## config.mk

```make
export PLATFORM = sky130hd
export DESIGN_NAME = rtc_bcd_datetime_codec_core
export DESIGN_NICKNAME = d
export VERILOG_FILES = /design/src/rtl/rtcbcd_pkg.sv /design/src/rtl/rtcbcd_decode.sv /design/src/rtl/rtcbcd_encode.sv /design/src/rtl/rtc_bcd_datetime_codec_core.sv
export SDC_FILE = /design/constraint.sdc
export NUM_CORES = 1
export LEC_CHECK = 0
export ABC_AREA = 1
export ABC_CLOCK_PERIOD_IN_PS = 6400
export BUFFER_PORTS_ARGS = -buffer_cell sky130_fd_sc_hd__buf_2
export CORE_AREA = 2 2 200 202
export DETAILED_ROUTE_END_ITERATION = 7
export DIE_AREA = 0 0 202 204
export PLACE_DENSITY = 0.49
export SLEW_MARGIN = 20
export SYNTH_ARGS = -nofsm -noshare
export SYNTH_HDL_FRONTEND = slang
export SYNTH_SLANG_ARGS = --single-unit
export TNS_END_PERCENT = 100
```

## constraint.sdc

```tcl
create_clock -name clk -period 6.4 [get_ports clk]
set_clock_uncertainty 0.15 [all_clocks]
set_input_delay 0.64 -clock clk [delete_from_list [all_inputs] [get_ports clk]]
set_output_delay 0.64 -clock clk [all_outputs]
set_load 0.02 [all_outputs]
```

## src/rtl/rtcbcd_pkg.sv

```systemverilog
// rtcbcd_pkg: word types, register bit constants and BCD helpers for the
// RTC BCD date/time codec. No dependencies.

package rtcbcd_pkg;

    localparam logic       CMD_DECODE  = 1'b0;
    localparam logic       CMD_ENCODE  = 1'b1;

    localparam logic [11:0] BASE_YEAR  = 12'd1970;
    localparam logic [11:0] MAX_YEAR   = 12'd2169;
    localparam logic [11:0] CENTURY_YEARS = 12'd100;
    localparam logic [7:0]  CENTURY_OFFSET = 8'd100;

    // bit positions in the hours and month registers
    localparam int MODE12_BIT  = 6;
    localparam int PM_BIT      = 5;
    localparam int CENTURY_BIT = 7;

    typedef struct packed {
        logic        command;
        logic [55:0] register_image;
        logic [5:0]  seconds_in;
        logic [5:0]  minutes_in;
        logic [4:0]  hours_in;
        logic [4:0]  date_in;
        logic [2:0]  weekday_in;
        logic [3:0]  month_in;
        logic [11:0] year_in;
    } item_t;

    typedef struct packed {
        logic [55:0] image_out;
        logic [6:0]  seconds_out;
        logic [6:0]  minutes_out;
        logic [5:0]  hours_out;
        logic [5:0]  date_out;
        logic [2:0]  weekday_out;
        logic [4:0]  month_out;
        logic [11:0] year_out;
    } result_t;

    // tens*10 + units, no digit check; max 165
    function automatic logic [7:0] bcd_to_bin(input logic [7:0] b);
        logic [7:0] t8;
        t8 = {4'b0, b[7:4]};
        return (t8 << 3) + (t8 << 1) + {4'b0, b[3:0]};
    endfunction

    // v in 0..99; divide by ten through multiply by 205, shift by 11
    function automatic logic [7:0] bin_to_bcd(input logic [6:0] v);
        logic [17:0] prod;
        logic [3:0]  tens;
        logic [6:0]  units;
        prod  = {11'b0, v} * 18'd205;
        tens  = prod[14:11];
        units = v - ({tens, 3'b0} + {2'b0, tens, 1'b0});
        return {tens, units[3:0]};
    endfunction

endpackage

```

## src/rtl/rtcbcd_decode.sv

```systemverilog
// rtcbcd_decode: register image to binary calendar fields.
// Depends on rtcbcd_pkg.

module rtcbcd_decode
(
    input  logic [55:0]        image,
    output rtcbcd_pkg::result_t fields
);

    logic [7:0] r0, r1, r2, r3, r4, r5, r6;
    logic [7:0] hr12_raw;
    logic [7:0] hr12_mod;
    logic [7:0] hr24;
    logic [7:0] hour_bin;
    logic [7:0] sec_bin, min_bin, date_bin, mon_bin, yr_bin;
    logic [11:0] year;

    assign r0 = image[7:0];
    assign r1 = image[15:8];
    assign r2 = image[23:16];
    assign r3 = image[31:24];
    assign r4 = image[39:32];
    assign r5 = image[47:40];
    assign r6 = image[55:48];

    always_comb
    begin
        // 12-hour value is at most 25, so mod 12 is two compares
        hr12_raw = rtcbcd_pkg::bcd_to_bin({3'b0, r2[4:0]});
        if (hr12_raw >= 8'd24)
            hr12_mod = hr12_raw - 8'd24;
        else if (hr12_raw >= 8'd12)
            hr12_mod = hr12_raw - 8'd12;
        else
            hr12_mod = hr12_raw;
        hr24 = rtcbcd_pkg::bcd_to_bin({2'b0, r2[5:0]});
        if (r2[rtcbcd_pkg::MODE12_BIT])
            hour_bin = r2[rtcbcd_pkg::PM_BIT] ? hr12_mod + 8'd12 : hr12_mod;
        else
            hour_bin = hr24;
    end

    assign sec_bin  = rtcbcd_pkg::bcd_to_bin({1'b0, r0[6:0]});
    assign min_bin  = rtcbcd_pkg::bcd_to_bin({1'b0, r1[6:0]});
    assign date_bin = rtcbcd_pkg::bcd_to_bin({2'b0, r4[5:0]});
    assign mon_bin  = rtcbcd_pkg::bcd_to_bin({3'b0, r5[4:0]});
    assign yr_bin   = rtcbcd_pkg::bcd_to_bin(r6);

    assign year = rtcbcd_pkg::BASE_YEAR + {4'b0, yr_bin}
                + (r5[rtcbcd_pkg::CENTURY_BIT] ? rtcbcd_pkg::CENTURY_YEARS : 12'd0);

    always_comb
    begin
        fields             = '0;
        fields.seconds_out = sec_bin[6:0];
        fields.minutes_out = min_bin[6:0];
        fields.hours_out   = hour_bin[5:0];
        fields.date_out    = date_bin[5:0];
        fields.weekday_out = r3[2:0];
        fields.month_out   = mon_bin[4:0];
        fields.year_out    = year;
    end

endmodule

```

## src/rtl/rtcbcd_encode.sv

```systemverilog
// rtcbcd_encode: binary calendar fields to a 24-hour register image,
// inputs clamped to range. Depends on rtcbcd_pkg.

module rtcbcd_encode
(
    input  rtcbcd_pkg::item_t   item,
    output rtcbcd_pkg::result_t fields
);

    logic [5:0]  sec, mins;
    logic [4:0]  hr, dt;
    logic [2:0]  wd;
    logic [3:0]  mo;
    logic [11:0] yr;
    logic [7:0]  off;
    logic [7:0]  off_yy;
    logic        century;
    logic [7:0]  mreg;

    always_comb
    begin
        sec  = (item.seconds_in > 6'd59) ? 6'd59 : item.seconds_in;
        mins = (item.minutes_in > 6'd59) ? 6'd59 : item.minutes_in;
        hr   = (item.hours_in > 5'd23) ? 5'd23 : item.hours_in;
        dt   = (item.date_in == 5'd0) ? 5'd1 : item.date_in;
        wd   = (item.weekday_in == 3'd0) ? 3'd1 : item.weekday_in;
        if (item.month_in == 4'd0)
            mo = 4'd1;
        else if (item.month_in > 4'd12)
            mo = 4'd12;
        else
            mo = item.month_in;
        if (item.year_in < rtcbcd_pkg::BASE_YEAR)
            yr = rtcbcd_pkg::BASE_YEAR;
        else if (item.year_in > rtcbcd_pkg::MAX_YEAR)
            yr = rtcbcd_pkg::MAX_YEAR;
        else
            yr = item.year_in;
    end

    // offset from base year is 0..199
    assign off     = 8'(yr - rtcbcd_pkg::BASE_YEAR);
    assign century = (off >= rtcbcd_pkg::CENTURY_OFFSET);
    assign off_yy  = century ? off - rtcbcd_pkg::CENTURY_OFFSET : off;
    assign mreg    = rtcbcd_pkg::bin_to_bcd({3'b0, mo})
                   | {century, 7'b0};

    always_comb
    begin
        fields           = '0;
        fields.image_out = {rtcbcd_pkg::bin_to_bcd(off_yy[6:0]),
                            mreg,
                            rtcbcd_pkg::bin_to_bcd({2'b0, dt}),
                            rtcbcd_pkg::bin_to_bcd({4'b0, wd}),
                            rtcbcd_pkg::bin_to_bcd({2'b0, hr}),
                            rtcbcd_pkg::bin_to_bcd({1'b0, mins}),
                            rtcbcd_pkg::bin_to_bcd({1'b0, sec})};
    end

endmodule

```

## src/rtl/rtc_bcd_datetime_codec_core.sv

```systemverilog
// rtc_bcd_datetime_codec_core: top level of the RTC BCD date/time codec.
// Depends on rtcbcd_pkg, rtcbcd_decode and rtcbcd_encode.
//
// Usage:
//   Command channel: drive item and raise start; the word is taken at any
//   rising edge with start high and busy low. busy is always low, so a new
//   word may be issued every cycle.
//   item.command selects decode (image to fields) or encode (fields to a
//   24-hour image). Fields that the chosen operation does not produce are 0.
//   Result channel: done pulses for exactly one cycle with result valid in
//   that same cycle. The receiver has no way to stall; it must capture the
//   word on that edge.
//   The word passes the input register, then the result register, from the
//   accepting edge to done. Throughput: one word per cycle, set by the single
//   registered conversion stage.
//   Reset (rst_n low, asynchronous) drops any word in flight; no result is
//   produced for it. There is no other state.

module rtc_bcd_datetime_codec_core
(
    input  logic                clk,
    input  logic                rst_n,
    input  logic                start,
    output logic                busy,
    input  rtcbcd_pkg::item_t   item,
    output logic                done,
    output rtcbcd_pkg::result_t result
);

    // input stage
    logic                in_valid_reg;
    rtcbcd_pkg::item_t   item_reg;

    // result stage
    logic                done_reg;
    rtcbcd_pkg::result_t result_reg;
    rtcbcd_pkg::result_t result_next;

    rtcbcd_pkg::result_t dec_fields;
    rtcbcd_pkg::result_t enc_fields;

    // conversion is a single pass, never stalls
    assign busy = 1'b0;

    always_ff @(posedge clk or negedge rst_n)
    begin
        if (!rst_n)
        begin
            in_valid_reg <= 1'b0;
            done_reg     <= 1'b0;
        end
        else
        begin
            in_valid_reg <= start;
            done_reg     <= in_valid_reg;
        end
    end

    // payload registers, no reset needed
    always_ff @(posedge clk)
    begin
        if (start)
            item_reg <= item;
        if (in_valid_reg)
            result_reg <= result_next;
    end

    rtcbcd_decode u_decode
    (
        .image  (item_reg.register_image),
        .fields (dec_fields)
    );

    rtcbcd_encode u_encode
    (
        .item   (item_reg),
        .fields (enc_fields)
    );

    // each unit zeroes the fields it does not own
    assign result_next = (item_reg.command == rtcbcd_pkg::CMD_ENCODE) ? enc_fields
                                                                       : dec_fields;

    assign done   = done_reg;
    assign result = result_reg;

endmodule
```

==> flow_summary.json, run 1 <==
{
  "dpl.hpwl_um": 18550,
  "postSynth.asyncResetShare": 0.01130,
  "ant_nets": 0,
  "reg2reg_depth": 39,
  "synth_cell_types": 43,
  "peakVddDrop_v": 0.0003430,
  "coreArea_sq_um": 39180,
  "synth_seq_cells": 177,
  "cellLeakagePower_nw": 6.693,
  "cp.arrival_ps": 6160,
  "syn_inst": 1074,
  "die_h_um": 204,
  "drive_above_1_share": 0.2512,
  "power_density_nw_per_um2": 414.4,
  "vias": 7744,
  "power_mw": 5.829,
  "fp.dieW_um": 202,
  "grt_pass1_wl_um": 39900,
  "slew_headroom": 0.3452,
  "io_pins": 205,
  "clock_latency_ps": 490,
  "syn_area_per_cell_sq_um": 10.74,
  "stdcell_area_sq_um": 14070,
  "grt_util_all_layers": 0.1255,
  "synth-edff-count": 175,
  "hold-path-cell-count": 1,
  "cpPeakStageDelay_ps": 540,
  "layout_common_cells": "187 x inv_1, 177 x buf_2, 175 x edfxtp_1, 173 x ha_1, 104 x nand2_1",
  "routedWlPerCell_um": 13.40,
  "antenna_found_initial": 4,
  "drt_iter0_markers": 309,
  "drtPass1Iterations": 5,
  "grt_pass1_vias": 7852,
  "slowest_stage": "fa_1",
  "ys_seq_area_frac": 0.4599,
  "avgViaCountPerCell": 4.236,
  "dpl-instance-area_sq_um": 13160,
  "rsz0062_at_grt": "yes",
  "worstSetupEndpointType": "flop",
  "hold_violations": 0,
  "fin_util": 0.3590,
  "min_path_type": "primary input to flop",
  "grt_max_degree": 68,
  "fmax_mhz": 164.8,
  "yosysWarningCount": 0,
  "portBuffers": 178,
  "final_common_cell": "inv_1",
  "dpl.cell_count": 1785,
  "largest_reg_flops": 89,
  "area_growth_pct": 21.94,
  "clk_pin_slew_worst_paths_ps": 70,
  "synth-main-ff-cell": "edfxtp_1",
  "post-route-min-period_ps": 6068,
  "drt_wl_total_um": 24490,
  "crit_type": "flop to flop",
  "fill_cells": 3943,
  "cap_violations": 0,
  "status": "finished, final reports clean",
  "rows": 73,
  "drc": 0,
  "cts_root_buffer": "clkbuf_16",
  "timing.final.crit_share": 0.9481,
  "worst_pin_slew_ps": 982.2,
  "critPathLaunchType": "flop",
  "grt_overflow": 0,
  "setup_viol": 0,
  "crit_top_cell": "nand2_1",
  "synth_area_sq_um": 11530,
  "start_util": 0.2944,
  "finalMaxSlewViolations": 0,
  "fin_nets": 1608,
  "dieArea_sq_um": 41210,
  "setup_tns_ps": 0,
  "cts.path.max_buffers": 2,
  "cts_buffers": 17,
  "cts_sinks": 177,
  "fin_cells": 1828,
  "gp_congestion": 0.7842,
  "htree_levels": 4,
  "cp.required_ps": 6490,
  "critPathMaxFanout": 4,
  "cts_tree": "yes"
}
worst max-delay path, delay by kind of cell (launching register included):
kind | cells | cell delay [ps]
adder cells (fa/ha/maj) | 8 | 2330
AND/OR/NAND/NOR | 20 | 1750
AO/OA/AOI/OAI | 1 | 170
buffers and inverters | 6 | 330
flip-flops | 1 | 420
XOR/XNOR | 4 | 690
through the flow:
| stage | setup slack (ps) | hold WS [ps] |
|---|---|---|
| 4_1_cts | 24.86 | 121.3 |
| 5_1_grt | -80.48 | 135.6 |
| 6_report | 332.0 | 177.5 |
| 3_3_place_gp | 57.36 | 278.3 |
| 2_1_floorplan | 102.2 | 194.4 |
| 3_5_place_dp | -32.33 | 277.5 |
synthesized netlist by cell type (4+ instances only):
library cell,instances,area [sq um]
a31oi_1,4,25.02
xor2_1,14,122.6
nand3_1,23,115.1
nor2_1,103,386.6
ha_1,183,2290
a211oi_1,4,30.03
nand2_1,112,420.4
nand3_2,4,40.04
fa_1,34,680.7
inv_1,196,735.7
nand2_2,16,100.1
o21ai_0,28,140.1
or2_2,13,81.33
a21o_1,4,30.03
nand4_1,8,50.05
a21oi_1,63,315.3
buf_4,15,112.6
and2_1,4,25.02
edfxtp_1,175,5255
nor3_1,8,40.04
clkbuf_1,14,52.55
xnor2_1,13,113.9
cell type report:
type | count | area, sq um | share of cell area
multi-input combinational | 681 | 5618 | 0.3994
sequential | 177 | 5309 | 0.3774
clock inverter | 12 | 125.1 | 0.008895
clock buffer | 19 | 432.9 | 0.03078
tap | 525 | 656.9 | 0.04670
antenna | 1 | 2.502 | 0.0001779
inverter | 199 | 752.0 | 0.05346
timing repair buffer | 214 | 1170 | 0.08317
path summary, 6_finish.rpt:
path / startpoint / end / slack [ps]
min in group asynchronous: rst_n / in_valid_reg$_DFF_PN0_ / 300
setup / recovery: item_reg[1]$_DFFE_PP_ / result[97]$_SDFFCE_PN0P_ / 330
max in group asynchronous: rst_n / in_valid_reg$_DFF_PN0_ / 5690
hold reg to reg: item_reg[73]$_DFFE_PP_ / result[20]$_SDFFCE_PP0P_ / 380
setup reg to reg: item_reg[1]$_DFFE_PP_ / result[97]$_SDFFCE_PN0P_ / 330
hold / removal: item[22] / item_reg[22]$_DFFE_PP_ / 180
power breakdown:
| group | switching (mW) | total (mW) | internal, mW |
|---|---|---|---|
| Sequential | 0.0604 | 1.55 | 1.49 |
| Combinational | 1.84 | 3.25 | 1.41 |
| Clock | 0.490 | 1.03 | 0.542 |
cells by family (layout without fill, tap and decap cells):
kind of cell             Yosys count  in the layout  synth area share
adder cells (fa/ha/maj)          217            217            0.2575
AO/OA/AOI/OAI                    121            121           0.05998
flip-flops                       177            177            0.4599
other                              1             15         0.0003251
XOR/XNOR                          31             31           0.02712
AND/OR/NAND/NOR                  298            298            0.1155
buffers and inverters            229            444           0.07962
metal layers:
layer / global-route usage / wire length (um)
met1: 0.1489 / 11010
met2: 0.2110 / 11860
met3: 0.03827 / 1025
met4: 0.05305 / 555
met5: 0 / 37
what timing repair did:
item                                    in CTS  in global routing
endpoints found under the setup margin       1                  4
hold buffers                                 1                  0
pin swaps                                    0                 39
gates resized for setup                      1                 53
cloned                                       0                  0
buffers inserted                             0                 10
hold endpoints to repair                     2                  0
Power figures use the tool's default switching activity.
==> run 2, diff against run 1 <==
--- a/config.mk
+++ b/config.mk
@@ -6,11 +6,11 @@
 export NUM_CORES = 1
 export LEC_CHECK = 0
 export ABC_AREA = 1
-export ABC_CLOCK_PERIOD_IN_PS = 6400
+export ABC_CLOCK_PERIOD_IN_PS = 4980
 export BUFFER_PORTS_ARGS = -buffer_cell sky130_fd_sc_hd__buf_2
-export CORE_AREA = 2 2 200 202
+export CORE_AREA = 10 10 208 210
 export DETAILED_ROUTE_END_ITERATION = 7
-export DIE_AREA = 0 0 202 204
+export DIE_AREA = 0 0 218 220
 export PLACE_DENSITY = 0.49
 export SLEW_MARGIN = 20
 export SYNTH_ARGS = -nofsm -noshare
==> constraint.sdc (replaced) <==
create_clock -name clk -period 4.98 [get_ports clk]
set_clock_uncertainty 0.15 [all_clocks]
set_input_delay 0.498 -clock clk [delete_from_list [all_inputs] [get_ports clk]]
set_output_delay 0.498 -clock clk [all_outputs]
set_load 0.02 [all_outputs]
==> flow_summary.json, run 2 (same netlist as run 1, synthesis figures left out) <==
{
  "worst_pin_slew_ps": 966.0,
  "crit_end": "result[97]$_SDFFCE_PN0P_",
  "multi_input_area_sq_um": 5867,
  "slowest_stage": "fa_1",
  "cts_root_buffer": "clkbuf_16",
  "dpl.hpwl_um": 20870,
  "power_density_nw_per_um2": 611.8,
  "layout_common_cells": "182 x inv_1, 177 x buf_2, 175 x edfxtp_1, 165 x ha_1, 101 x nor2_1",
  "die_h_um": 220,
  "cts_tree": "yes",
  "cap_violations": 0,
  "rows": 73,
  "critPathMaxFanout": 5,
  "area_growth_pct": 27.75,
  "io_pins": 205,
  "drc": 0,
  "drt_wl_total_um": 27210,
  "r2r_setup_slack_ps": -960,
  "coreArea_sq_um": 39280,
  "crit_start": "item_reg[11]$_DFFE_PP_",
  "dpl.cell_count": 1826,
  "setup_viol": 7,
  "fill_cells": 3955,
  "critPathLaunchType": "flop",
  "status": "finished with violations",
  "cts_sinks": 177,
  "crit_top_cell": "ha_4",
  "clock_latency_ps": 460,
  "worst_hold_slack_ps": 62.95,
  "fp.dieW_um": 218,
  "slew_headroom": 0.3550,
  "dieArea_sq_um": 47960,
  "timing.final.crit_share": 1.192,
  "routedWlPerCell_um": 14.47,
  "avgViaCountPerCell": 4.238,
  "largest_reg_flops": 89,
  "grt_overflow": 0,
  "reg2reg_depth": 36,
  "min_path_type": "primary input to flop",
  "rr_endpoint": "result[97]$_SDFFCE_PN0P_",
  "gp_congestion": 0.7798,
  "grt_pass1_wl_um": 43150,
  "crit_type": "flop to flop",
  "fin_ws_ps": -958.3,
  "cp.arrival_ps": 6000,
  "htree_levels": 4,
  "reg2reg_from": "item_reg[11]$_DFFE_PP_",
  "grt_util_met1": 0.1322,
  "ant_nets": 0,
  "clk_pin_slew_worst_paths_ps": 70,
  "drive_above_1_share": 0.3075,
  "violations": "setup timing",
  "finalMaxSlewViolations": 0,
  "hold_violations": 0,
  "grt_pass1_vias": 8435,
  "cts_buffers": 17,
  "cp.required_ps": 5050,
  "fin_nets": 1661,
  "rsz0062_at_grt": "yes",
  "cellLeakagePower_nw": 6.989,
  "final_common_cell": "inv_1",
  "grt_use_met3": 0.03181,
  "antenna_found_initial": 3,
  "drtPass1Iterations": 6,
  "portBuffers": 178,
  "peakVddDrop_v": 0.0006149,
  "cpPeakStageDelay_ps": 570,
  "drt_iter0_markers": 224,
  "cts.path.max_buffers": 2,
  "dpl_worst_slack_ps": -1101,
  "power_mw": 9.015,
  "worstSetupEndpointType": "flop",
  "n_antenna_cell": 0,
  "grt.busiest_layer": "met2",
  "post-route-min-period_ps": 5938,
  "grt_util_met2": 0.2034,
  "fin_cells": 1881,
  "vias": 7972,
  "grt_max_degree": 60,
  "grt_util_all_layers": 0.1147,
  "cp_num_buf_inv": 7,
  "cp_num_cells": 36,
  "start_util": 0.2937,
  "crit_family": "adder cells",
  "fmax_mhz": 168.4,
  "layout.area.seq_sq_um": 5309
}
run 2: routing by layer:
layer / wire length (um) / vias to the layer above
met5: 46 / -
met2: 13920 / 114
met3: 1213 / 23
li1: - / 4093
met1: 11710 / 3736
met4: 320 / 6
run 2: final cells by class:
| cell class | instances | share of cell area |
|---|---|---|
| multi-input cells | 681 | 0.3981 |
| inverters | 199 | 0.05129 |
| clock buffers | 18 | 0.02912 |
| clock inverters | 14 | 0.008916 |
| well taps | 525 | 0.04458 |
| repair buffers | 267 | 0.1077 |
| flip-flops and latches | 177 | 0.3603 |
run 2: worst min path at each step:
stage	startpoint	end	slack, ps	cells past startpoint
3_5_place_dp	rst_n	done$_DFF_PN0_	130	1
6_report	item[18]	item_reg[18]$_DFFE_PP_	60	1
3_3_place_gp	rst_n	done$_DFF_PN0_	130	1
4_1_cts	item[77]	item_reg[77]$_DFFE_PP_	20	1
2_1_floorplan	rst_n	done$_DFF_PN0_	50	0
5_1_grt	item[13]	item_reg[13]$_DFFE_PP_	30	1
run 2: metrics by stage:
step,util,setup TNS [ps],instance area (sq um)
after global placement,0.3475,-4684,13650
final,0.3752,-4923,14740
after CTS,0.3691,-4255,14500
after detailed placement,0.3475,-5352,13650
after global routing,0.3752,-7104,14740
after floorplan,-,-3499,11770
run 2: report_power, final:
part	leakage (nW)	switching [mW]	total, mW	internal, mW
Clock	0.272	0.614	1.31	0.695
Sequential	1.72	0.0795	1.99	1.91
Combinational	5.00	3.02	5.72	2.69
run 2: repair_timing:
action	in CTS	in global routing
hold buffers	1	0
gates cloned	0	0
endpoints found under the hold margin	2	0
pin swaps	36	29
setup buffers	15	9
setup endpoints to repair	7	9
resized for setup	41	31
